[src/rtl/ewmu_pkg.sv]
// ----------------------------------------------------------------------------
// ewmu_pkg
// Shared types and constants of the edge weight matrix unpacker.
// ----------------------------------------------------------------------------
package ewmu_pkg;

  localparam int MAX_NODES   = 1024;
  localparam int WEIGHT_BITS = 32;
  localparam int IDX_BITS    = 10;           // row / column index
  localparam int CNT_BITS    = 11;           // node count, holds MAX_NODES
  localparam int CFG_IDX_BITS  = 2;
  localparam int CFG_DATA_BITS = 11;

  // matrix layouts of the weight section
  typedef enum logic [1:0] {
    LAYOUT_FULL         = 2'd0,
    LAYOUT_LOWER_DIAG   = 2'd1,
    LAYOUT_UPPER_DIAG   = 2'd2,
    LAYOUT_UPPER_STRICT = 2'd3
  } layout_t;

  // section status reported with each result
  typedef enum logic [1:0] {
    ST_RUNNING  = 2'd0,
    ST_COMPLETE = 2'd1,
    ST_TOO_MANY = 2'd2,
    ST_TOO_FEW  = 2'd3
  } status_t;

  // configuration register indexes
  localparam logic [CFG_IDX_BITS-1:0] CFG_LAYOUT = 2'd0;
  localparam logic [CFG_IDX_BITS-1:0] CFG_NODES  = 2'd1;

  // configuration write as seen by the walker
  typedef struct packed {
    logic                     wr;
    logic [CFG_IDX_BITS-1:0]  index;
    logic [CFG_DATA_BITS-1:0] data;
  } cfg_wr_t;

  // write command produced for one weight
  typedef struct packed {
    logic [IDX_BITS-1:0] row;
    logic [IDX_BITS-1:0] col;
    logic                mirror;
    logic                write_enable;
    status_t             status;
  } cmd_t;

  // node count clamped to 1..MAX_NODES
  function automatic logic [CNT_BITS-1:0] eff_nodes(input logic [CNT_BITS-1:0] raw);
    logic [CNT_BITS-1:0] n;
    if (raw == '0) begin
      n = CNT_BITS'(1);
    end else if (raw > CNT_BITS'(MAX_NODES)) begin
      n = CNT_BITS'(MAX_NODES);
    end else begin
      n = raw;
    end
    return n;
  endfunction

endpackage

[src/rtl/ewmu_if.sv]
// ----------------------------------------------------------------------------
// ewmu interfaces
// Weight input, matrix write output and configuration write channels.
// ----------------------------------------------------------------------------
interface ewmu_in_if;
  import ewmu_pkg::*;
  logic                   valid;
  logic                   ready;
  logic [WEIGHT_BITS-1:0] weight;
  logic                   section_end;
  modport source (output valid, weight, section_end, input ready);
  modport sink   (input valid, weight, section_end, output ready);
endinterface

interface ewmu_out_if;
  import ewmu_pkg::*;
  logic                   valid;
  logic                   ready;
  logic [IDX_BITS-1:0]    row;
  logic [IDX_BITS-1:0]    col;
  logic [WEIGHT_BITS-1:0] value;
  logic                   write_enable;
  logic [1:0]             status;
  logic                   run_end;
  modport source (output valid, row, col, value, write_enable, status, run_end,
                  input ready);
  modport sink   (input valid, row, col, value, write_enable, status, run_end,
                  output ready);
endinterface

interface ewmu_cfg_if;
  import ewmu_pkg::*;
  logic                     valid;
  logic                     ready;
  logic [CFG_IDX_BITS-1:0]  index;
  logic [CFG_DATA_BITS-1:0] data;
  modport source (output valid, index, data, input ready);
  modport sink   (input valid, index, data, output ready);
endinterface

[src/rtl/ewmu_walk.sv]
// ----------------------------------------------------------------------------
// ewmu_walk
// Row/column walker: holds the configuration and section position, and
// produces the write command for the weight taken in this cycle.
// ----------------------------------------------------------------------------
module ewmu_walk (
  input  logic             clk,
  input  logic             rst,
  input  ewmu_pkg::cfg_wr_t cfg_wr,
  input  logic             step,
  input  logic             section_end,
  output ewmu_pkg::cmd_t   cmd
);
  import ewmu_pkg::*;

  layout_t             layout, layout_next;
  logic [CNT_BITS-1:0] node_count, node_count_next;
  logic [IDX_BITS-1:0] row_index, row_index_next;
  logic [IDX_BITS-1:0] col_index, col_index_next;
  logic                matrix_filled, matrix_filled_next;
  logic                overflow_seen, overflow_seen_next;

  logic [CNT_BITS-1:0] n, rs_n;
  logic [CNT_BITS-1:0] r11, c11, r_inc, c_inc, r_inc2;
  logic [CNT_BITS-1:0] adv_row, adv_col;
  logic                adv_filled;
  layout_t             rs_layout;

  // one position step in the current layout
  always_comb begin
    n      = eff_nodes(node_count);
    r11    = {1'b0, row_index};
    c11    = {1'b0, col_index};
    r_inc  = r11 + CNT_BITS'(1);
    c_inc  = c11 + CNT_BITS'(1);
    r_inc2 = r11 + CNT_BITS'(2);
    adv_row    = r11;
    adv_col    = c_inc;
    adv_filled = matrix_filled;
    unique case (layout)
      LAYOUT_FULL: begin
        if (c_inc >= n) begin
          adv_col = '0;
          adv_row = r_inc;
          adv_filled = matrix_filled | (r_inc >= n);
        end
      end
      LAYOUT_LOWER_DIAG: begin
        if (c11 >= r11) begin
          adv_col = '0;
          adv_row = r_inc;
          adv_filled = matrix_filled | (r_inc >= n);
        end
      end
      LAYOUT_UPPER_DIAG: begin
        if (c_inc >= n) begin
          adv_col = r_inc;
          adv_row = r_inc;
          adv_filled = matrix_filled | (r_inc >= n);
        end
      end
      default: begin
        if (c_inc >= n) begin
          adv_col = r_inc2;
          adv_row = r_inc;
          adv_filled = matrix_filled | (r_inc2 >= n);
        end
      end
    endcase
  end

  // command for the weight at the current position; a surplus weight
  // never mirrors
  always_comb begin
    cmd.row          = row_index;
    cmd.col          = col_index;
    cmd.mirror       = !matrix_filled && (layout != LAYOUT_FULL) &&
                       (row_index != col_index);
    cmd.write_enable = !matrix_filled;
    if (matrix_filled || overflow_seen) begin
      cmd.status = ST_TOO_MANY;
    end else if (!section_end) begin
      cmd.status = ST_RUNNING;
    end else if (adv_filled) begin
      cmd.status = ST_COMPLETE;
    end else begin
      cmd.status = ST_TOO_FEW;
    end
  end

  // next state: config restart, section end restart, or step
  always_comb begin
    layout_next     = layout;
    node_count_next = node_count;
    if (cfg_wr.wr && cfg_wr.index == CFG_LAYOUT) begin
      layout_next = layout_t'(cfg_wr.data[1:0]);
    end
    if (cfg_wr.wr && cfg_wr.index == CFG_NODES) begin
      node_count_next = cfg_wr.data;
    end
    rs_layout = layout_next;
    rs_n      = eff_nodes(node_count_next);

    row_index_next     = row_index;
    col_index_next     = col_index;
    matrix_filled_next = matrix_filled;
    overflow_seen_next = overflow_seen;

    if (cfg_wr.wr && (cfg_wr.index == CFG_LAYOUT || cfg_wr.index == CFG_NODES)) begin
      row_index_next     = '0;
      col_index_next     = (rs_layout == LAYOUT_UPPER_STRICT) ? IDX_BITS'(1) : '0;
      matrix_filled_next = (rs_layout == LAYOUT_UPPER_STRICT) && (rs_n <= CNT_BITS'(1));
      overflow_seen_next = 1'b0;
    end else if (step && section_end) begin
      row_index_next     = '0;
      col_index_next     = (layout == LAYOUT_UPPER_STRICT) ? IDX_BITS'(1) : '0;
      matrix_filled_next = (layout == LAYOUT_UPPER_STRICT) && (n <= CNT_BITS'(1));
      overflow_seen_next = 1'b0;
    end else if (step) begin
      if (matrix_filled) begin
        overflow_seen_next = 1'b1;
      end else begin
        row_index_next     = adv_row[IDX_BITS-1:0];
        col_index_next     = adv_col[IDX_BITS-1:0];
        matrix_filled_next = adv_filled;
      end
    end
  end

  always_ff @(posedge clk) begin
    if (rst) begin
      layout        <= LAYOUT_FULL;
      node_count    <= CNT_BITS'(1);
      row_index     <= '0;
      col_index     <= '0;
      matrix_filled <= 1'b0;
      overflow_seen <= 1'b0;
    end else begin
      layout        <= layout_next;
      node_count    <= node_count_next;
      row_index     <= row_index_next;
      col_index     <= col_index_next;
      matrix_filled <= matrix_filled_next;
      overflow_seen <= overflow_seen_next;
    end
  end

endmodule

[src/rtl/edge_weight_matrix_unpacker.sv]
// ----------------------------------------------------------------------------
// edge_weight_matrix_unpacker
// Turns a stream of explicit edge weights into matrix write commands.
// ----------------------------------------------------------------------------
// Usage:
//   weights: one edge weight per beat, section_end on the final weight.
//   writes:  matrix write beats (row, col, value, write_enable, status,
//            run_end). A triangular weight off the diagonal gives two beats,
//            (row, col) then (col, row); run_end marks the last beat of each
//            weight. Surplus weights give one beat with write_enable low.
//   cfg:     register writes (0 layout, 1 node count), always ready; only
//            while the block is idle. A register write restarts the section.
// Output: the first write beat of an accepted weight comes from the output
//   register in the cycle after the weight is taken.
// Throughput: one weight per cycle when each gives a single beat and
//   writes.ready stays high; a mirrored weight holds the output register for
//   two beats, so the output port sets the rate at one beat per cycle.
// Reset: full matrix layout, node count 1, section at its start, output empty.
// Stall: while writes.ready is low the output register holds its beat and a
//   new weight is taken only in the cycle the last pending beat leaves.
// ----------------------------------------------------------------------------
module edge_weight_matrix_unpacker (
  input  logic         clk,
  input  logic         rst,
  ewmu_in_if.sink      weights,
  ewmu_out_if.source   writes,
  ewmu_cfg_if.sink     cfg
);
  import ewmu_pkg::*;

  cfg_wr_t cfg_wr;
  cmd_t    cmd;
  logic    take;
  logic    last_beat;

  // output register
  logic                   out_valid;
  logic                   second;
  cmd_t                   out_cmd;
  logic [WEIGHT_BITS-1:0] out_value;

  assign cfg.ready     = 1'b1;
  assign cfg_wr.wr     = cfg.valid;
  assign cfg_wr.index  = cfg.index;
  assign cfg_wr.data   = cfg.data;

  // the pending beat is the last one of its weight
  assign last_beat     = second || !out_cmd.mirror;
  assign weights.ready = !out_valid || (writes.ready && last_beat);
  assign take          = weights.valid && weights.ready;

  ewmu_walk u_walk (
    .clk         (clk),
    .rst         (rst),
    .cfg_wr      (cfg_wr),
    .step        (take),
    .section_end (weights.section_end),
    .cmd         (cmd)
  );

  // beat sequencing: load on accept, step to the mirrored beat
  always_ff @(posedge clk) begin
    if (rst) begin
      out_valid <= 1'b0;
      second    <= 1'b0;
    end else if (take) begin
      out_valid <= 1'b1;
      second    <= 1'b0;
    end else if (out_valid && writes.ready) begin
      out_valid <= !last_beat;
      second    <= !last_beat;
    end
  end

  // payload of the output register
  always_ff @(posedge clk) begin
    if (take) begin
      out_cmd   <= cmd;
      out_value <= cmd.write_enable ? weights.weight : '0;
    end
  end

  always_comb begin
    writes.valid        = out_valid;
    writes.row          = out_cmd.write_enable ? (second ? out_cmd.col : out_cmd.row) : '0;
    writes.col          = out_cmd.write_enable ? (second ? out_cmd.row : out_cmd.col) : '0;
    writes.value        = out_value;
    writes.write_enable = out_cmd.write_enable;
    writes.status       = out_cmd.status;
    writes.run_end      = last_beat;
  end

endmodule

[src/flat_wrapper.sv]
// flat-port wrapper written by rule: the top's interface ports become plain ports
module edge_weight_matrix_unpacker_flat import ewmu_pkg::*;
  (clk, rst, weights_valid, weights_weight, weights_section_end, weights_ready, writes_valid, writes_row, writes_col, writes_value, writes_write_enable, writes_status, writes_run_end, writes_ready, cfg_valid, cfg_index, cfg_data, cfg_ready);
  ewmu_in_if weights_i ();
  ewmu_out_if writes_i ();
  ewmu_cfg_if cfg_i ();
  input  logic clk;
  input  logic rst;
  input wire logic [$bits(weights_i.valid)-1:0] weights_valid;
  input wire logic [$bits(weights_i.weight)-1:0] weights_weight;
  input wire logic [$bits(weights_i.section_end)-1:0] weights_section_end;
  output wire logic [$bits(weights_i.ready)-1:0] weights_ready;
  output wire logic [$bits(writes_i.valid)-1:0] writes_valid;
  output wire logic [$bits(writes_i.row)-1:0] writes_row;
  output wire logic [$bits(writes_i.col)-1:0] writes_col;
  output wire logic [$bits(writes_i.value)-1:0] writes_value;
  output wire logic [$bits(writes_i.write_enable)-1:0] writes_write_enable;
  output wire logic [$bits(writes_i.status)-1:0] writes_status;
  output wire logic [$bits(writes_i.run_end)-1:0] writes_run_end;
  input wire logic [$bits(writes_i.ready)-1:0] writes_ready;
  input wire logic [$bits(cfg_i.valid)-1:0] cfg_valid;
  input wire logic [$bits(cfg_i.index)-1:0] cfg_index;
  input wire logic [$bits(cfg_i.data)-1:0] cfg_data;
  output wire logic [$bits(cfg_i.ready)-1:0] cfg_ready;
  assign weights_i.valid = weights_valid;
  assign weights_i.weight = weights_weight;
  assign weights_i.section_end = weights_section_end;
  assign weights_ready = weights_i.ready;
  assign writes_valid = writes_i.valid;
  assign writes_row = writes_i.row;
  assign writes_col = writes_i.col;
  assign writes_value = writes_i.value;
  assign writes_write_enable = writes_i.write_enable;
  assign writes_status = writes_i.status;
  assign writes_run_end = writes_i.run_end;
  assign writes_i.ready = writes_ready;
  assign cfg_i.valid = cfg_valid;
  assign cfg_i.index = cfg_index;
  assign cfg_i.data = cfg_data;
  assign cfg_ready = cfg_i.ready;
  edge_weight_matrix_unpacker u_core (.clk(clk), .rst(rst), .weights(weights_i), .writes(writes_i), .cfg(cfg_i));
endmodule
[config.mk]
export PLATFORM = sky130hd
export DESIGN_NAME = edge_weight_matrix_unpacker_flat
export DESIGN_NICKNAME = d
export VERILOG_FILES = /design/src/rtl/ewmu_pkg.sv /design/src/rtl/ewmu_if.sv /design/src/rtl/ewmu_walk.sv /design/src/rtl/edge_weight_matrix_unpacker.sv /design/src/flat_wrapper.sv
export SDC_FILE = /design/constraint.sdc
export NUM_CORES = 1
export LEC_CHECK = 0
export ABC_AREA = 1
export BUFFER_PORTS_ARGS = -buffer_cell sky130_fd_sc_hd__buf_2
export CAP_MARGIN = 20
export CORE_ASPECT_RATIO = 0.7
export CORE_MARGIN = 2
export CORE_UTILIZATION = 35
export DETAILED_ROUTE_END_ITERATION = 6
export PLACE_DENSITY = 0.65
export SKIP_LAST_GASP = 1
export SYNTH_ARGS = -nofsm -noshare
export SYNTH_HDL_FRONTEND = slang
export SYNTH_HIERARCHICAL = 1
export SYNTH_SLANG_ARGS = --single-unit
export TNS_END_PERCENT = 100
[constraint.sdc]
create_clock -name clk -period 6.15 [get_ports clk]
set_clock_uncertainty 0.05 [all_clocks]
set_input_delay 0.3075 -clock clk [delete_from_list [all_inputs] [get_ports clk]]
set_output_delay 0.3075 -clock clk [all_outputs]
set_load 0.1 [all_outputs]
==> impl_metrics.tcl <==
set metrics [dict create \
    finalSetupViolCount 0 \
    synth_enable_flop_cells 56 \
    p_leak_nw 3.71 \
    synth-seq-cells 93 \
    ios 110 \
    stdcell_area_um2 7200 \
    crit_fanout 12 \
    synth_compound_area_frac 0.0975 \
    synth_most_common_cell "nand2_1" \
    max_freq_mhz 275 \
    fp-row-count 40 \
    synthMuxAreaShare 0 \
    cts-root-buf "clkbuf_16" \
    synthArstFlopShare 0 \
    clk_pin_slew_ns 0.07 \
    synthTopCellsByArea "edfxtp_1 (27%), nand2_1 (13%), dfxtp_1 (12%), ha_1 (9.5%), inv_1 (7.4%)" \
    cts_tree "built" \
    cts_max_level 3 \
    p_int_w 0.00128 \
    pwr-share-clk 0.269 \
    start_kind "flop" \
    portBuffers 108 \
    crit_path_end_kind "flop" \
    worstMarginPinSlew_ns 0.902 \
    syn_nets 931 \
    placed_cell_area_um2 6860 \
    ff2ff_setup_slack_ns 2.51 \
    drc 0 \
    die_w_um 163 \
    synth_top_family_by_area "simple AND/OR/NAND/NOR gates" \
    hold_violations 0 \
    cp_data_arrival_time_ns 3.86 \
    comb_power_share 0.391 \
    syn_area_um2 6190 \
    rsz0062_at_grt "no" \
    wire_per_inst_um 14.6 \
    coreArea_um2 17200 \
    yosysWarningCount 6 \
    clock-sinks 93 \
    die_h_um 115 \
    synth_xor_area_frac 0.0196 \
    diodes 0 \
    via_per_inst 4.85 \
    ys.flop_type "edfxtp_1" \
    fillers 1772 \
    gp_congestion 0.974 \
    first_iter_violations 590 \
    drive_gt1_frac 0.198 \
    min_period_over_period 0.591 \
    holdBufCountCts 0 \
    cp.required_ns 6.37 \
    setup-tns-final_ns 0 \
    postCtsSetupBuffers 0 \
    initial_core_util 0.359 \
    avgSynthCellArea_um2 7.43 \
    grt_antenna_before_repair 0 \
    synth_seq_area_share 0.391 \
    yosysTopAreaCell "edfxtp_1" \
    insertion_delay_ns 0.35 \
    p_per_area_nw_per_um2 313 \
    post_cts_resized 0 \
    hold_path.class "in2reg" \
    p_seq_frac 0.340 \
    grt_max_degree 56 \
    synth_cell_types 39 \
    die_area_um2 18800 \
    switching_share 0.431 \
    hpwl_um 12900 \
    cts_inserted_buffers 9 \
    power.switching_w 0.000970 \
    track_usage 0.180 \
    clock_path_buffers 2 \
    crit_type "reg2reg" \
    status "complete, no violations" \
    wl_um 17000 \
    synthToLayoutAreaGrowth_pct 16.4 \
    fin_nets 1028 \
    grt_pass1_vias 5021 \
    min_period_ns 3.64 \
    synth-simple-area-share 0.290 \
    yosys.area.top_type_share 0.272 \
    yosys-top-cells-count "nand2_1 (221), inv_1 (122), nor2_1 (106)" \
    via_count 5657 \
    grt_overflow 0 \
    max_slew_margin 0.397 \
    first_pass_iters 5 \
    drv_slew 0 \
    synth_fa_ha_area_frac 0.0950 \
    grt_pass1_wl_um 26400 \
    ant_nets 0 \
    maxCapViolCount 0 \
    vdd_drop_max_v 0.000206 \
    synth_cells 833 \
]
## power groups by stage
stage | Combinational (W) | Sequential (W) | Clock [W]
6_report | 0.000881 | 0.000765 | 0.000607
5_1_grt | 0.000953 | 0.000772 | 0.000644
3_5_place_dp | 0.000860 | 0.000778 | 0
2_1_floorplan | 0.000564 | 0.000908 | 0
3_3_place_gp | 0.000857 | 0.000776 | 0
4_1_cts | 0.000864 | 0.000765 | 0.000614
## final timing paths
kind	start	end	cells after the start
setup / recovery	u_core/u_walk/col_index[0]$_SDFFE_PP0P_	u_core/u_walk/col_index[5]$_SDFFE_PP0P_	18
hold / removal	weights_weight[31]	u_core/writes.value[31]$_SDFFCE_PN0P_	3
setup reg to reg	u_core/u_walk/col_index[0]$_SDFFE_PP0P_	u_core/u_walk/col_index[5]$_SDFFE_PP0P_	18
hold reg to reg	u_core/u_walk/node_count[0]$_SDFF_PP1_	u_core/u_walk/node_count[0]$_SDFF_PP1_	2
## cells by family (layout without fill, tap and decap cells)
family | Yosys count | in the layout
AOI/OAI and AO/OA | 103 | 103
buffers and inverters | 155 | 257
xor gates and xnor gates | 13 | 13
and+or+nand+nor | 421 | 421
adders and majority gates | 47 | 47
other | 1 | 1
DFF | 93 | 93
## worst max-delay path, stage by stage (launching register included)
cell     delay [ns]
dfxtp_1        0.56
ha_1           0.26
nand3_1        0.12
nor2_1         0.23
nand4_1        0.14
nand2_1        0.15
inv_1          0.08
ha_1           0.31
nand2_1        0.12
nor2_4         0.05
nand3_1        0.09
nand2_2        0.09
nor2_2         0.58
nand2_1        0.14
nand2_2        0.23
nand2_1        0.09
nand3_1        0.08
nand2_1        0.08
a21oi_2        0.11
## cell usage in the layout, fill, tap and decap left out, types with 2 or more instances in the layout
cell and n:
xor2_1 10, nand2_2 20, clkbuf_16 9, nand2_1 221
nor2_4 4, clkbuf_1 2, nor2_2 9, o21ai_0 41
o21ai_2 3, inv_2 9, nor3_1 8, dfxtp_1 37
a21oi_1 35, inv_1 121, xnor2_1 2, bufinv_16 2
nand4_1 7, nor2_1 106, o21bai_1 2, buf_2 108
a21oi_2 10, edfxtp_1 56, o21ai_1 6, ha_1 47
a21o_1 3, nand3_1 40
## stage by stage
stage | utilization | hold WS (ns) | total power, W | setup WS [ns] | instances
final | 0.418 | 0.165 | 0.00225 | 2.51 | 1166
after CTS | 0.417 | 0.162 | 0.00224 | 2.56 | 1165
after global routing | 0.418 | 0.169 | 0.00237 | 2.22 | 1166
after floorplan | - | 0.327 | 0.00147 | 2.47 | 833
after detailed placement | 0.398 | 0.447 | 0.00164 | 2.59 | 1149
after global placement | 0.398 | 0.442 | 0.00163 | 2.70 | 1149
## per-layer routing
| metal | up-vias | global-route usage | part of all wire |
|---|---|---|---|
| li1 | 2839 | - | - |
| met1 | 2564 | 0.282 | 0.52 |
| met2 | 233 | 0.258 | 0.39 |
| met3 | 21 | 0.0382 | 0.083 |
| met4 | 0 | 0.0218 | 0.0085 |
| met5 | - | 0 | 0 |
## state kept, by name, indices dropped and copies added (netlist names), 2 cells and up
signal and count:
u_core/u_walk/col_index 10, u_core/writes.value 32, u_core/out_cmd 21, u_core/u_walk/node_count 11, u_core/writes.status 2, u_core/u_walk/row_index 10, u_core/u_walk/layout 2
## layout make-up
type	count	area (um^2)	share of cell area
tap	231	289	0.0401
multi-input combinational	585	3110	0.431
sequential	93	2420	0.336
timing repair buffer	110	576	0.0799
clock inverter	5	85.1	0.0118
clock buffer	11	233	0.0323
inverter	131	492	0.0683
Power figures use the tool's default switching activity.
